==> src/sv/uniform_rejection_sampler_13bit_top_assert.svh <==
// Assertion macros for the uniform rejection sampler
`ifndef UNIFORM_REJECTION_SAMPLER_13BIT_TOP_ASSERT_SVH
`define UNIFORM_REJECTION_SAMPLER_13BIT_TOP_ASSERT_SVH

// Condition that must hold at every clock edge outside reset
`define URS13_ASSERT_ALWAYS(lbl, cond, msg) \
  lbl: assert property (@(posedge clk_i) disable iff (!rst_ni) (cond)) else $error(msg);

// Consequence that must hold in the cycle after the trigger
`define URS13_ASSERT_NEXT(lbl, trig, cons, msg) \
  lbl: assert property (@(posedge clk_i) disable iff (!rst_ni) (trig) |=> (cons)) \
    else $error(msg);

`endif

==> src/sv/urs13_pkg.sv <==
// Shared types and constants for the uniform rejection sampler
package urs13_pkg;

  localparam int CandBits    = 13;
  localparam int GroupBytes  = 13;
  localparam int BufBits     = 20;
  localparam int HeldW       = 5;
  localparam int PosW        = 4;
  localparam int ModW        = 14;
  localparam int WantW       = 9;
  localparam int ByteW       = 8;
  localparam int LeftW       = 13;
  localparam int IdxW        = 8;
  localparam int CoeffCountDef = 256;

  localparam logic [ModW-1:0]  ModReset  = 14'd7681;
  localparam logic [WantW-1:0] WantReset = 9'd256;

  // register index, taken from paddr[2]
  localparam logic RegModulus = 1'b0;
  localparam logic RegWanted  = 1'b1;

  typedef struct packed {
    logic [ModW-1:0]  modulus;
    logic [WantW-1:0] wanted_count;
  } cfg_t;

  typedef struct packed {
    logic             start_poly;
    logic [ByteW-1:0] data_byte;
    logic [LeftW-1:0] bytes_left;
  } in_item_t;

  typedef struct packed {
    logic                valid;
    logic [CandBits-1:0] coefficient;
    logic [IdxW-1:0]     coeff_index;
    logic                final_coeff;
  } result_t;

endpackage

==> src/sv/urs13_cfg.sv <==
// APB configuration registers: modulus and wanted count
module urs13_cfg (
  input  logic                clk_i,
  input  logic                rst_ni,
  input  logic                psel,
  input  logic                penable,
  input  logic                pwrite,
  input  logic [2:0]          paddr,
  input  logic [31:0]         pwdata,
  output logic [31:0]         prdata,
  output logic                pready,
  output urs13_pkg::cfg_t     cfg_o
);

  logic [urs13_pkg::ModW-1:0]  modulus_q;
  logic [urs13_pkg::WantW-1:0] wanted_q;
  logic                        wr_en;

  assign pready = 1'b1;
  assign wr_en  = psel & penable & pwrite;

  // byte lane bits of paddr are ignored, registers are word aligned
  always_ff @(posedge clk_i or negedge rst_ni) begin
    if (!rst_ni) begin
      modulus_q <= urs13_pkg::ModReset;
      wanted_q  <= urs13_pkg::WantReset;
    end else if (wr_en) begin
      unique case (paddr[2])
        urs13_pkg::RegModulus: modulus_q <= pwdata[urs13_pkg::ModW-1:0];
        urs13_pkg::RegWanted:  wanted_q  <= pwdata[urs13_pkg::WantW-1:0];
        default: ;
      endcase
    end
  end

  always_comb begin
    prdata = '0;
    unique case (paddr[2])
      urs13_pkg::RegModulus: prdata = 32'(modulus_q);
      urs13_pkg::RegWanted:  prdata = 32'(wanted_q);
      default: prdata = '0;
    endcase
  end

  assign cfg_o.modulus      = modulus_q;
  assign cfg_o.wanted_count = wanted_q;

endmodule

==> src/sv/urs13_core.sv <==
// Bit unpacking, rejection test and polynomial state
module urs13_core #(
  parameter int COEFF_COUNT = urs13_pkg::CoeffCountDef
) (
  input  logic                 clk_i,
  input  logic                 rst_ni,
  input  logic                 fire_i,
  input  urs13_pkg::in_item_t  item_i,
  input  urs13_pkg::cfg_t      cfg_i,
  output urs13_pkg::result_t   res_o
);

  // count never passes min(wanted_count, COEFF_COUNT) <= 511
  localparam int CntW = (COEFF_COUNT < 512) ? $clog2(COEFF_COUNT + 1) : urs13_pkg::WantW;

  logic [urs13_pkg::BufBits-1:0] buf_q, buf_d, buf_c, buf_new, byte_sh;
  logic [urs13_pkg::HeldW-1:0]   held_q, held_d, held_c, held_new;
  logic [urs13_pkg::PosW-1:0]    pos_q, pos_d, pos_c, pos_new;
  logic [CntW-1:0]               cnt_q, cnt_d, cnt_c, cnt_inc, bound;
  logic [CntW+urs13_pkg::IdxW-1:0] idx_ext;
  logic [urs13_pkg::CandBits-1:0] cand;
  logic                          done, skip, have, take;

  always_comb begin
    cnt_c  = item_i.start_poly ? '0 : cnt_q;
    buf_c  = item_i.start_poly ? '0 : buf_q;
    held_c = item_i.start_poly ? '0 : held_q;
    pos_c  = item_i.start_poly ? '0 : pos_q;

    if (int'(cfg_i.wanted_count) > COEFF_COUNT) begin
      bound = CntW'(COEFF_COUNT);
    end else begin
      bound = CntW'(cfg_i.wanted_count);
    end

    done = cnt_c >= bound;
    skip = done || ((pos_c == '0) &&
           (item_i.bytes_left < urs13_pkg::LeftW'(urs13_pkg::GroupBytes)));

    byte_sh  = urs13_pkg::BufBits'(item_i.data_byte) << held_c;
    buf_new  = buf_c | byte_sh;
    held_new = held_c + urs13_pkg::HeldW'(urs13_pkg::ByteW);
    pos_new  = (pos_c == urs13_pkg::PosW'(urs13_pkg::GroupBytes - 1)) ? '0
             : pos_c + urs13_pkg::PosW'(1);
    have     = held_new >= urs13_pkg::HeldW'(urs13_pkg::CandBits);
    cand     = buf_new[urs13_pkg::CandBits-1:0];
    take     = !skip && have && ({1'b0, cand} < cfg_i.modulus);
    cnt_inc  = cnt_c + CntW'(1);

    buf_d  = buf_c;
    held_d = held_c;
    pos_d  = pos_c;
    cnt_d  = cnt_c;
    if (!skip) begin
      pos_d = pos_new;
      if (have) begin
        buf_d  = buf_new >> urs13_pkg::CandBits;
        held_d = held_new - urs13_pkg::HeldW'(urs13_pkg::CandBits);
      end else begin
        buf_d  = buf_new;
        held_d = held_new;
      end
      if (take) begin
        cnt_d = cnt_inc;
      end
    end

    idx_ext           = {{urs13_pkg::IdxW{1'b0}}, cnt_c};
    res_o.valid       = take;
    res_o.coefficient = cand;
    res_o.coeff_index = idx_ext[urs13_pkg::IdxW-1:0];
    res_o.final_coeff = cnt_inc == bound;
  end

  always_ff @(posedge clk_i or negedge rst_ni) begin
    if (!rst_ni) begin
      buf_q  <= '0;
      held_q <= '0;
      pos_q  <= '0;
      cnt_q  <= '0;
    end else if (fire_i) begin
      buf_q  <= buf_d;
      held_q <= held_d;
      pos_q  <= pos_d;
      cnt_q  <= cnt_d;
    end
  end

endmodule

==> src/sv/uniform_rejection_sampler_13bit_top.sv <==
// Top level of the 13-bit uniform rejection sampler
//
//  channel   dir  handshake                 payload
//  s_axis    in   s_axis_tvalid/tready      tdata: data_byte, bytes_left; tuser: start_poly
//  m_axis    out  m_axis_tvalid/tready      tdata: coefficient, coeff_index; tlast: final
//  apb       in   psel/penable, pready = 1  modulus (0x0), wanted_count (0x4)
//
// One byte per cycle sustained while the output is not stalled.
// Input register feeds one pass of unpack/compare logic into the output register.
// Output stall backs up through the input register; both stages hold their data.
// Reset clears valids and core state (no clearing pass), not data; cfg resets 7681, 256.
module uniform_rejection_sampler_13bit_top #(
  parameter int COEFF_COUNT = urs13_pkg::CoeffCountDef
) (
  input  logic        clk_i,
  input  logic        rst_ni,
  input  logic        s_axis_tvalid,
  output logic        s_axis_tready,
  input  logic [23:0] s_axis_tdata,   // [7:0] data_byte, [20:8] bytes_left, rest zero
  input  logic [0:0]  s_axis_tuser,   // [0] start_poly
  output logic        m_axis_tvalid,
  input  logic        m_axis_tready,
  output logic [23:0] m_axis_tdata,   // [12:0] coefficient, [20:13] coeff_index, rest zero
  output logic        m_axis_tlast,
  input  logic        psel,
  input  logic        penable,
  input  logic        pwrite,
  input  logic [2:0]  paddr,
  input  logic [31:0] pwdata,
  output logic [31:0] prdata,
  output logic        pready
);

  `include "uniform_rejection_sampler_13bit_top_assert.svh"

  urs13_pkg::cfg_t     cfg;
  urs13_pkg::in_item_t in_q, in_d;
  urs13_pkg::result_t  res, out_q;
  logic                in_valid_q, out_valid_q;
  logic                out_free, proc_fire, in_xfer;

  urs13_cfg u_cfg (
    .clk_i   (clk_i),
    .rst_ni  (rst_ni),
    .psel    (psel),
    .penable (penable),
    .pwrite  (pwrite),
    .paddr   (paddr),
    .pwdata  (pwdata),
    .prdata  (prdata),
    .pready  (pready),
    .cfg_o   (cfg)
  );

  assign out_free      = !out_valid_q || m_axis_tready;
  assign proc_fire     = in_valid_q && out_free;
  assign s_axis_tready = !in_valid_q || proc_fire;
  assign in_xfer       = s_axis_tvalid && s_axis_tready;

  always_comb begin
    in_d.start_poly = s_axis_tuser[0];
    in_d.data_byte  = s_axis_tdata[7:0];
    in_d.bytes_left = s_axis_tdata[20:8];
  end

  always_ff @(posedge clk_i or negedge rst_ni) begin
    if (!rst_ni) begin
      in_valid_q <= 1'b0;
    end else if (s_axis_tready) begin
      in_valid_q <= s_axis_tvalid;
    end
  end

  always_ff @(posedge clk_i) begin
    if (in_xfer) begin
      in_q <= in_d;
    end
  end

  urs13_core #(
    .COEFF_COUNT (COEFF_COUNT)
  ) u_core (
    .clk_i  (clk_i),
    .rst_ni (rst_ni),
    .fire_i (proc_fire),
    .item_i (in_q),
    .cfg_i  (cfg),
    .res_o  (res)
  );

  always_ff @(posedge clk_i or negedge rst_ni) begin
    if (!rst_ni) begin
      out_valid_q <= 1'b0;
    end else if (out_free) begin
      out_valid_q <= proc_fire && res.valid;
    end
  end

  always_ff @(posedge clk_i) begin
    if (proc_fire && res.valid) begin
      out_q <= res;
    end
  end

  assign m_axis_tvalid = out_valid_q;
  assign m_axis_tdata  = {3'b000, out_q.coeff_index, out_q.coefficient};
  assign m_axis_tlast  = out_q.final_coeff;

  `URS13_ASSERT_ALWAYS(a_empty_in_ready, in_valid_q || s_axis_tready,
    "input stage empty but not ready")
  `URS13_ASSERT_NEXT(a_result_lands, proc_fire && res.valid, out_valid_q,
    "accepted coefficient did not reach output register")
  `URS13_ASSERT_ALWAYS(a_full_in_drains, !(in_xfer && in_valid_q) || proc_fire,
    "input register overwritten without processing")

endmodule

==> config.mk <==
export PLATFORM = sky130hd
export DESIGN_NAME = uniform_rejection_sampler_13bit_top
export DESIGN_NICKNAME = d
export VERILOG_FILES = /design/src/sv/urs13_pkg.sv /design/src/sv/urs13_cfg.sv /design/src/sv/urs13_core.sv /design/src/sv/uniform_rejection_sampler_13bit_top.sv
export VERILOG_INCLUDE_DIRS = /design/src /design/src/sv
export SDC_FILE = /design/constraint.sdc
export NUM_CORES = 1
export LEC_CHECK = 0
export ABC_AREA = 1
export BUFFER_PORTS_ARGS = -buffer_cell sky130_fd_sc_hd__buf_2
export CORE_ASPECT_RATIO = 2
export CORE_MARGIN = 2
export CORE_UTILIZATION = 35
export CTS_BUF_LIST = sky130_fd_sc_hd__clkbuf_4 sky130_fd_sc_hd__clkbuf_8
export DETAILED_ROUTE_END_ITERATION = 10
export GPL_TIMING_DRIVEN = 0
export SETUP_SLACK_MARGIN = 0.2
export SLEW_MARGIN = 10
export SYNTH_ARGS = -nofsm -noshare
export SYNTH_HDL_FRONTEND = slang
export SYNTH_SLANG_ARGS = --single-unit
==> constraint.sdc <==
create_clock -name clk_i -period 5.7 [get_ports clk_i]
set_input_delay 0 -clock clk_i [delete_from_list [all_inputs] [get_ports clk_i]]
set_output_delay 0 -clock clk_i [all_outputs]
set_load 0.1 [all_outputs]
Word level (Yosys, flattened, before mapping) --
Cells that the tools add are included.
Operators by class: $add $sub $neg 4, magnitude comparators 5, equality and inequality tests 2, shift-type cells 1, mux-type cells 14, bitwise gates (word level) 4, reduce and logical (&&, ||, !) cells 15
Operator list (count):
- 32-bit case mux with 2 select lines | 1
- 20-bit 2-to-1 mux | 3
- 9-bit 2-to-1 mux | 4
- 20-bit bitwise OR | 1
- 8-bit by 5-bit << shifter with 20-bit output | 1
- 5-bit 2-to-1 mux | 3
- 13-bit by 14-bit less-than comparator with 1-bit output | 1
- 13-bit by 4-bit less-than comparator with 1-bit output (second input constant) | 1
- 4-bit 2-to-1 mux | 3
- 9-bit by 1-bit adder with 9-bit output (second input constant) | 1
- 9-bit == test | 1
- 9-bit >= comparator | 1
- 9-bit > comparator (second input constant) | 1
- 1-bit logical AND | 6
- 5-bit by 4-bit adder with 5-bit output (second input constant) | 1
- 5-bit by 4-bit >= comparator with 1-bit output (second input constant) | 1
- 5-bit by 4-bit subtractor with 5-bit output (second input constant) | 1
- 4-bit by 1-bit adder with 4-bit output (second input constant) | 1
- 4-bit == test (second input constant) | 1
- 4-bit zero test | 1
- 2-bit AND reduction | 2
- 1-bit zero test | 3
- 1-bit logical OR | 3
- 1-bit AND | 2
- 1-bit inverter | 1
Word-level totals: flip-flop bits (word level) 107, input bits 67, logic and storage cells 59

Logic depth before layout (Yosys ltp) --
Gate-level depths: netlist (run 1).
word-level depth 9, mapped depth 22, mapped depth without buffers 22

By module --
From an unflattened synthesis (run 1), not the netlist that was laid out.
Unflattened totals: cells, all modules 816, area total of the unflattened synthesis 6500.0 um^2
Modules (own cells, without submodules):
- urs13_core | instances 1, cells each 589, area each 3743.6 um^2, seq. area each 950.9 um^2
- uniform_rejection_sampler_13bit_top | instances 1, cells each 63, area each 1453.9 um^2, seq. area each 1371.3 um^2
- urs13_cfg | instances 1, cells each 164, area each 1302.5 um^2, seq. area each 583.1 um^2

Least setup slack after synthesis (run 1) --
OpenSTA, ideal clock, no wires.
path type register to register, start reg in_q[21] in the netlist's numbering, end reg out_q, in the netlist m_axis_tdata[0], enable pin, library setup time 0.377 ns, arrival time 3.078 ns, required time 5.323 ns, slack 2.245 ns, stages on the path, launching flop included 18, period minus slack after synthesis 3.455 ns, cells stage by stage edfxtp_1 -> inv_2 -> nand2_4 -> buf_4 -> o21ai_0 -> o21ai_1 -> nand2_1 -> o21ai_0 -> o21ai_0 -> o21ai_0 -> ha_1 -> a21oi_1 -> o21ai_0 -> a21oi_1 -> o21ai_0 -> nand2_1 -> nand4_2 -> inv_1
RTL lines:
- from (decl) | line uniform_rejection_sampler_13bit_top.sv:37 | urs13_pkg::in_item_t in_q, in_d;
- from (signal assigned) | line uniform_rejection_sampler_13bit_top.sv:76 | in_q <= in_d;
- to (signal assigned) | line uniform_rejection_sampler_13bit_top.sv:101 | out_q <= res;
- to (decl) | line uniform_rejection_sampler_13bit_top.sv:38 | urs13_pkg::result_t res, out_q;

==> results_dict.tcl, run 1 <==
set metrics [dict create \
    status "completed" \
    required_ns 5.72 \
    core-area_um2 17700 \
    drtIter0Drc 322 \
    design_area_um2 7710 \
    fmaxAchievable_mhz 213 \
    synth_warnings 0 \
    timing.final.crit_share_pct 82.3 \
    pin_count 127 \
    antenna_found_initial 0 \
    dpl_cell_area_um2 7090 \
    hold_path_class "primary input to asynchronous set/reset pin" \
    cts.root.buffer_cell "clkbuf_8" \
    place_inst 1096 \
    synth-edff-count 44 \
    groute.layer.met2.usage_pct 36.2 \
    clock_latency_ns 0.40 \
    rsz0062_at_grt "no" \
    dieHeight_um 194 \
    finalNonFillerCells 1154 \
    multiInputGateArea_um2 2810 \
    setup_tns_ns 0 \
    routed_wl_mm 17.1 \
    area_growth_pct 22.1 \
    seq_area_frac_synth_pct 46.0 \
    grt_start_max_net_pins 61 \
    final_core_util_pct 43.6 \
    synth_seq_cells 107 \
    synthTopCellsByArea "dfrtp_1 (23%), edfxtp_1 (21%), nand2_1 (11%)" \
    critPathCaptureType "flop" \
    setup_viol 0 \
    viasPerCell 4.88 \
    worstPathMaxFanout 22 \
    maxCapViolCount 0 \
    power.leakage_nw 3.76 \
    cp_data_arrival_time_ns 4.71 \
    detail-route-antenna-nets 0 \
    relSlewSlack_pct 35.7 \
    cts_resized 0 \
    grt_use_met3_pct 2.20 \
    hold_viol 0 \
    synthCells 781 \
    fillCellCount 1779 \
    overflow 0 \
    syn_area_per_cell_um2 8.09 \
    tritoncts "built" \
    first_pass_iters 5 \
    die-area_um2 19200 \
    clkTransAtPathRegs_ns 0.10 \
    use_met1_pct 17.3 \
    dp.final_hpwl_mm 13.4 \
    cp-start-kind "flop" \
    synth_cell_type_count 43 \
    routedWlPerCell_um 14.8 \
    worstMarginPinSlew_ns 0.964 \
    drive_above_1_share_pct 17.0 \
    yosys.area.top_type "dfrtp_1" \
    gr-usage-all-layers_pct 18.4 \
    top_usage_layer "met2" \
    diodes 0 \
    cts_max_path_buffers 2 \
    peakVddDrop_uv 191 \
    finalMaxSlewViolations 0 \
    port_buffers 81 \
    place_congestion 0.918 \
    postSynth.asyncResetShare_pct 58.9 \
    synth_ff_type "dfrtp_1" \
    synth_most_common_cell "nand2_1" \
    cts.sinks 107 \
    synthTopCellsByCount "nand2_1 (186), inv_1 (99), o21ai_0 (82)" \
    vias 5630 \
    drc 0 \
    numCtsBuffers 9 \
    grt_pass1_wl_mm 27.8 \
    skew_ns 0.0225 \
    row_count 69 \
    path_class "flop to flop" \
    p_per_area_nw_per_um2 441 \
    initial_core_util_pct 35.7 \
    final_nets 1029 \
    yosys.area.top_type_share_pct 22.6 \
    synthesis.area_um2 6310 \
    grt_pass1_vias 5670 \
    ff_latch_area_um2 2910 \
    layout_min_cycle_time_ns 4.69 \
    die_x_um 99.0 \
    htreeDepth 3 \
]
state kept, by name, summed over array words and instances, names as in the netlist:
name,count
m_axis_tvalid,1
u_core.buf_q,20
in_valid_q,1
u_cfg.modulus_q,14
u_cfg.wanted_q,9
u_core.held_q,5
u_core.pos_q,4
m_axis_tdata,21
u_core.cnt_q,9
in_q,22
m_axis_tlast,1
final timing paths:
kind	startpoint	end	slack (ns)	cells past startpoint
setup / recovery	in_q[21]$_DFFE_PP_	m_axis_tdata[6]$_DFFE_PP_	1.01	17
hold / removal	rst_ni	u_cfg.modulus_q[8]$_DFFE_PN0P_	0.14	3
setup reg to reg	in_q[21]$_DFFE_PP_	m_axis_tdata[6]$_DFFE_PP_	1.01	17
hold reg to reg	u_core.cnt_q[7]$_DFFE_PN0P_	u_core.cnt_q[7]$_DFFE_PN0P_	0.49	2
max in group asynchronous	rst_ni	u_core.buf_q[14]$_DFFE_PN0P_	5.03	3
min in group clk_i	paddr[2]	u_cfg.wanted_q[8]$_DFFE_PN1P_	0.14	4
critical path, stage by stage (launching register included):
cell	delay, ns
edfxtp_1	0.52
inv_2	0.17
nand2_4	0.10
buf_4	0.19
o21ai_0	0.25
o21ai_1	0.13
nand2_1	0.06
o21ai_0	0.18
o21ai_0	0.26
o21ai_0	0.23
ha_1	0.36
a21oi_1	0.13
o21ai_0	0.09
a21oi_1	0.13
o21ai_0	0.09
nand2_1	0.39
nand4_2	0.26
inv_1	0.76
through the flow:
stage                     power, mW  hold slack (ns)  setup WS [ns]
after detailed placement       2.91           -0.185          0.938
after floorplan                2.49           -0.296           2.24
after CTS                      3.43            0.117          0.933
after global routing           3.66            0.145          0.607
final                          3.40            0.138           1.01
after global placement         2.88            0.177          0.962
per-layer routing:
| metal | wire (µm) | share of wire, % | vias to the layer above |
|---|---|---|---|
| met3 | 516 | 3.0 | 48 |
| met1 | 6050 | 35 | 2604 |
| met5 | 0 | 0 | - |
| met2 | 9670 | 57 | 157 |
| li1 | - | - | 2821 |
| met4 | 857 | 5.0 | 0 |
layout make-up:
cell class / instances / area share (%)
buffer: 43 / 3.41
clock buffer: 9 / 1.61
clock inverter: 7 / 0.990
inverter: 106 / 5.29
multi-input combinational: 545 / 36.5
sequential: 107 / 37.7
tap: 213 / 3.46
timing repair buffer: 124 / 11.1
logic make-up (layout without fill, tap and decap cells):
group	count (synthesis)	in the layout	share of synthesized area (%)
AND/OR/NAND/NOR	347	347	24.8
buffers and inverters	149	289	10.6
AO/OA/AOI/OAI	135	135	11.2
flip-flops	107	107	46.0
adder cells (fa/ha/maj)	26	26	5.15
XOR/XNOR	13	13	1.80
other	2	22	0.119
multiplexers	2	2	0.317
cells in the final DEF, fill, tap and decap left out, types with 26 or more instances in the layout:
cell	instances
nand2_1	186
inv_1	99
buf_2	83
o21ai_0	82
nor2_1	63
dfrtp_1	57
nand3_1	49
edfxtp_1	44
dlygate4sd3_1	42
a21oi_1	28
ha_1	26
power breakdown:
part / leakage [nW] / switching, mW / internal [mW]
Combinational: 2.44 / 1.33 / 0.467
Sequential: 1.22 / 0.104 / 1.02
Clock: 0.104 / 0.280 / 0.207
Total: 3.76 / 1.71 / 1.69
repair_timing:
action,4_1_cts,5_1_grt
setup buffers,0,0
hold buffers,42,0
hold endpoints to repair,110,0
Power figures use the tool's default switching activity.
==> run 2: changes to the inputs <==
Settings changed: ABC_AREA 1 to 0.
Clock period 5.7 ns to 4 ns, I/O delays scaled along.
==> run 2 against run 1 <==
Compared with the run above:
- critical endpoint is now u_core.cnt_q[0]$_DFFE_PN0P_
- register-to-register slack worse by 0.76 ns
- core utilization is 3.2 points higher
- first-iteration DRC count is 18% lower
- setup slack worse by 0.76 ns
- largest power group unchanged
- via count is 6.3% lower
==> results_dict.tcl, run 2 <==
set metrics [dict create \
    synth_warnings 0 \
    synthesis.area_um2 6290 \
    ff_latch_area_um2 2910 \
    seqPwrFrac_pct 28.7 \
    seq_area_frac_synth_pct 46.2 \
    rsz0062_at_grt "yes" \
    synth-edff-count 44 \
    routedWlPerCell_um 19.1 \
    multiInputGateArea_um2 3320 \
    synthTopCellsByArea "dfrtp_1 (23%), edfxtp_1 (21%), ha_1 (5.2%)" \
    routed_wl_mm 18.9 \
    die_x_um 98.8 \
    p_clk_share_pct 12.5 \
    worst_slack_ns 0.244 \
    gr-usage-all-layers_pct 19.8 \
    critPathBufInv 3 \
    row_count 69 \
    viasPerCell 5.33 \
    synth_most_common_cell "dfrtp_1" \
    synth_cell_type_count 81 \
    core-area_um2 17700 \
    finalNonFillerCells 990 \
    design_area_um2 8270 \
    worstMarginPinSlew_ns 1.08 \
    cp-start-kind "flop" \
    dpl_cell_area_um2 7080 \
    power_switching_mw 2.82 \
    initial_core_util_pct 35.6 \
    fmaxAchievable_mhz 266 \
    grt_pass1_vias 5439 \
    yosys.area.top_type "dfrtp_1" \
    maxCapViolCount 0 \
    synthTopCellsByCount "dfrtp_1 (57), nand2_1 (47), edfxtp_1 (44)" \
    mostFrequentLayoutCell "buf_2" \
    critPathCaptureType "flop" \
    place_congestion 0.934 \
    syn_area_per_cell_um2 10.7 \
    diodes 0 \
    p_per_area_nw_per_um2 699 \
    place_inst 902 \
    drtIter0Drc 263 \
    finalMaxSlewViolations 0 \
    p_sw_share_pct 48.7 \
    crit_family "compound AO/OA/AOI/OAI gates" \
    cell_internal_pwr_mw 2.97 \
    combPwrFrac_pct 58.8 \
    power.leakage_nw 3.61 \
    cts.sinks 107 \
    grt_pass1_wl_mm 29.2 \
    hold_path_class "primary input to asynchronous set/reset pin" \
    tritoncts "built" \
    largest_reg_flops 22 \
    synth_ff_type "dfrtp_1" \
    grt_start_max_net_pins 46 \
    cp_slowest_cell "edfxtp_1" \
    cts.root.buffer_cell "clkbuf_8" \
    drive_above_1_share_pct 34.9 \
    peakVddDrop_uv 355 \
    status "completed" \
    numCtsBuffers 9 \
    required_ns 4.30 \
    synthCells 587 \
    skew_ns 0.0158 \
    top_register "in_q" \
    vias 5275 \
    yosys.area.top_type_share_pct 22.7 \
    cp_data_arrival_time_ns 4.05 \
    dieHeight_um 194 \
    clkTransAtPathRegs_ns 0.11 \
    synth_seq_cells 107 \
    cpPeakStageDelay_ns 0.45 \
    holdWs_ns 0.0191 \
    fillCellCount 1643 \
    final_nets 865 \
    path_class "flop to flop" \
    dp.final_hpwl_mm 14.2 \
    power.total_mw 5.79 \
    overflow 0 \
    setup_viol 0 \
    timing.final.crit_share_pct 93.9 \
    port_buffers 81 \
    pin_count 127 \
    die-area_um2 19100 \
    antenna_found_initial 0 \
    drc 0 \
    first_pass_iters 5 \
    area_growth_pct 31.5 \
    layout_min_cycle_time_ns 3.76 \
    relSlewSlack_pct 28.0 \
    clock_latency_ns 0.41 \
    hold_viol 0 \
    postSynth.asyncResetShare_pct 58.9 \
    worstPathMaxFanout 7 \
    detail-route-antenna-nets 0 \
    cts_max_path_buffers 2 \
    final_cell_mix "buf_2 (83), dfrtp_1 (56), buf_4 (54)" \
    pre_cts_slack_ns -1.13 \
    htreeDepth 3 \
    cp_cell_sequence "buf_6 > nor2b_4 > buf_6 > a21oi_1 > o22a_1 > nor2_2 > buf_4 > nor2_1 > o21ai_0 > ha_1 > nand2_1 > o21ai_0 > a22oi_2 > o21ai_4 > nor3_4 > mux2_4 > a221o_1" \
]
==> run 2: changes by cell type in the layout (fill, tap and decap cells not counted), sizes merged, moves of 12 or more <==
cell and change:
nand2 -147, inv -77, o21ai -58, nand3 -37
buf +36, nor2 -32, mux2 +27, nor2b +19
nand4 -14, a22o +13, nand2b +12
==> run 2: power by group through the flow <==
| stage | combinational (mW) | sequential, mW | clock (mW) |
|---|---|---|---|
| 3_5_place_dp | 2.83 | 1.68 | 0 |
| 6_report | 3.40 | 1.66 | 0.721 |
| 2_1_floorplan | 1.70 | 2.14 | 0 |
| 4_1_cts | 3.17 | 1.66 | 0.742 |
| 3_3_place_gp | 2.78 | 1.67 | 0 |
| 5_1_grt | 3.60 | 1.69 | 0.782 |
==> run 2: path summary, 6_finish.rpt <==
path                                                  endpoint                         from  slack [ns]  cells after the start
worst max-delay path               u_core.cnt_q[0]$_DFFE_PN0P_           in_q[21]$_DFFE_PP_        0.24                     17
worst min-delay path               u_core.pos_q[2]$_DFFE_PN0P_                       rst_ni        0.02                      2
worst max register to register     u_core.cnt_q[0]$_DFFE_PN0P_           in_q[21]$_DFFE_PP_        0.24                     17
worst min register to register     u_core.cnt_q[8]$_DFFE_PN0P_  u_core.cnt_q[8]$_DFFE_PN0P_        0.48                      2
max in group asynchronous       u_cfg.modulus_q[0]$_DFFE_PN1P_                       rst_ni        3.38                      3
min in group clk_i              u_cfg.modulus_q[2]$_DFFE_PN0P_                       pwrite        0.14                      3
==> run 2: kinds of logic after synthesis <==
family                     Yosys count  share of synthesized area [%]
other                                2                          0.119
and+or+nand+nor                    176                           14.7
adders and majority gates           26                           5.17
AOI/OAI and AO/OA                  141                           17.1
buffers and inverters               78                           6.90
muxes                               42                           7.81
xor gates and xnor gates            15                           2.09
DFF                                107                           46.2
==> run 2: final cells by class <==
type | instances | area share [%]
multi-input combinational | 423 | 40.1
sequential | 107 | 35.1
timing repair buffer | 153 | 13.2
buffer | 49 | 4.51
tap | 213 | 3.22
clock buffer | 10 | 1.66
inverter | 29 | 1.41
clock inverter | 6 | 0.847
==> run 2: worst register-to-register path: stages (launching register included) <==
cell,delay [ns]
edfxtp_1,0.45
buf_6,0.16
nor2b_4,0.11
buf_6,0.15
a21oi_1,0.08
o22a_1,0.23
nor2_2,0.15
buf_4,0.12
nor2_1,0.04
o21ai_0,0.38
ha_1,0.34
nand2_1,0.06
o21ai_0,0.13
a22oi_2,0.24
o21ai_4,0.12
nor3_4,0.30
mux2_4,0.33
a221o_1,0.25
==> run 2: through the flow <==
stage          TNS, ns  util (%)
2_1_floorplan        0         -
3_3_place_gp    -31.27      39.8
3_5_place_dp    -36.83      40.0
4_1_cts              0      45.3
5_1_grt              0      46.8
6_report             0      46.8
==> run 2: timing repair <==
action	4_1_cts	5_1_grt
endpoints found under the setup margin	61	42
gates cloned	1	0
hold buffers	40	0
endpoints found under the hold margin	104	0
gates resized for setup	44	37
setup buffers	18	13
pin swaps	11	22
==> run 2: metal layers <==
metal / track usage (%) / up-vias / wire, µm
met3: 2.78 / 48 / 632
met2: 38.5 / 174 / 10900
met5: 0 / - / 0
met1: 19.2 / 2578 / 6540
li1: - / 2475 / -
met4: 10.8 / 0 / 913
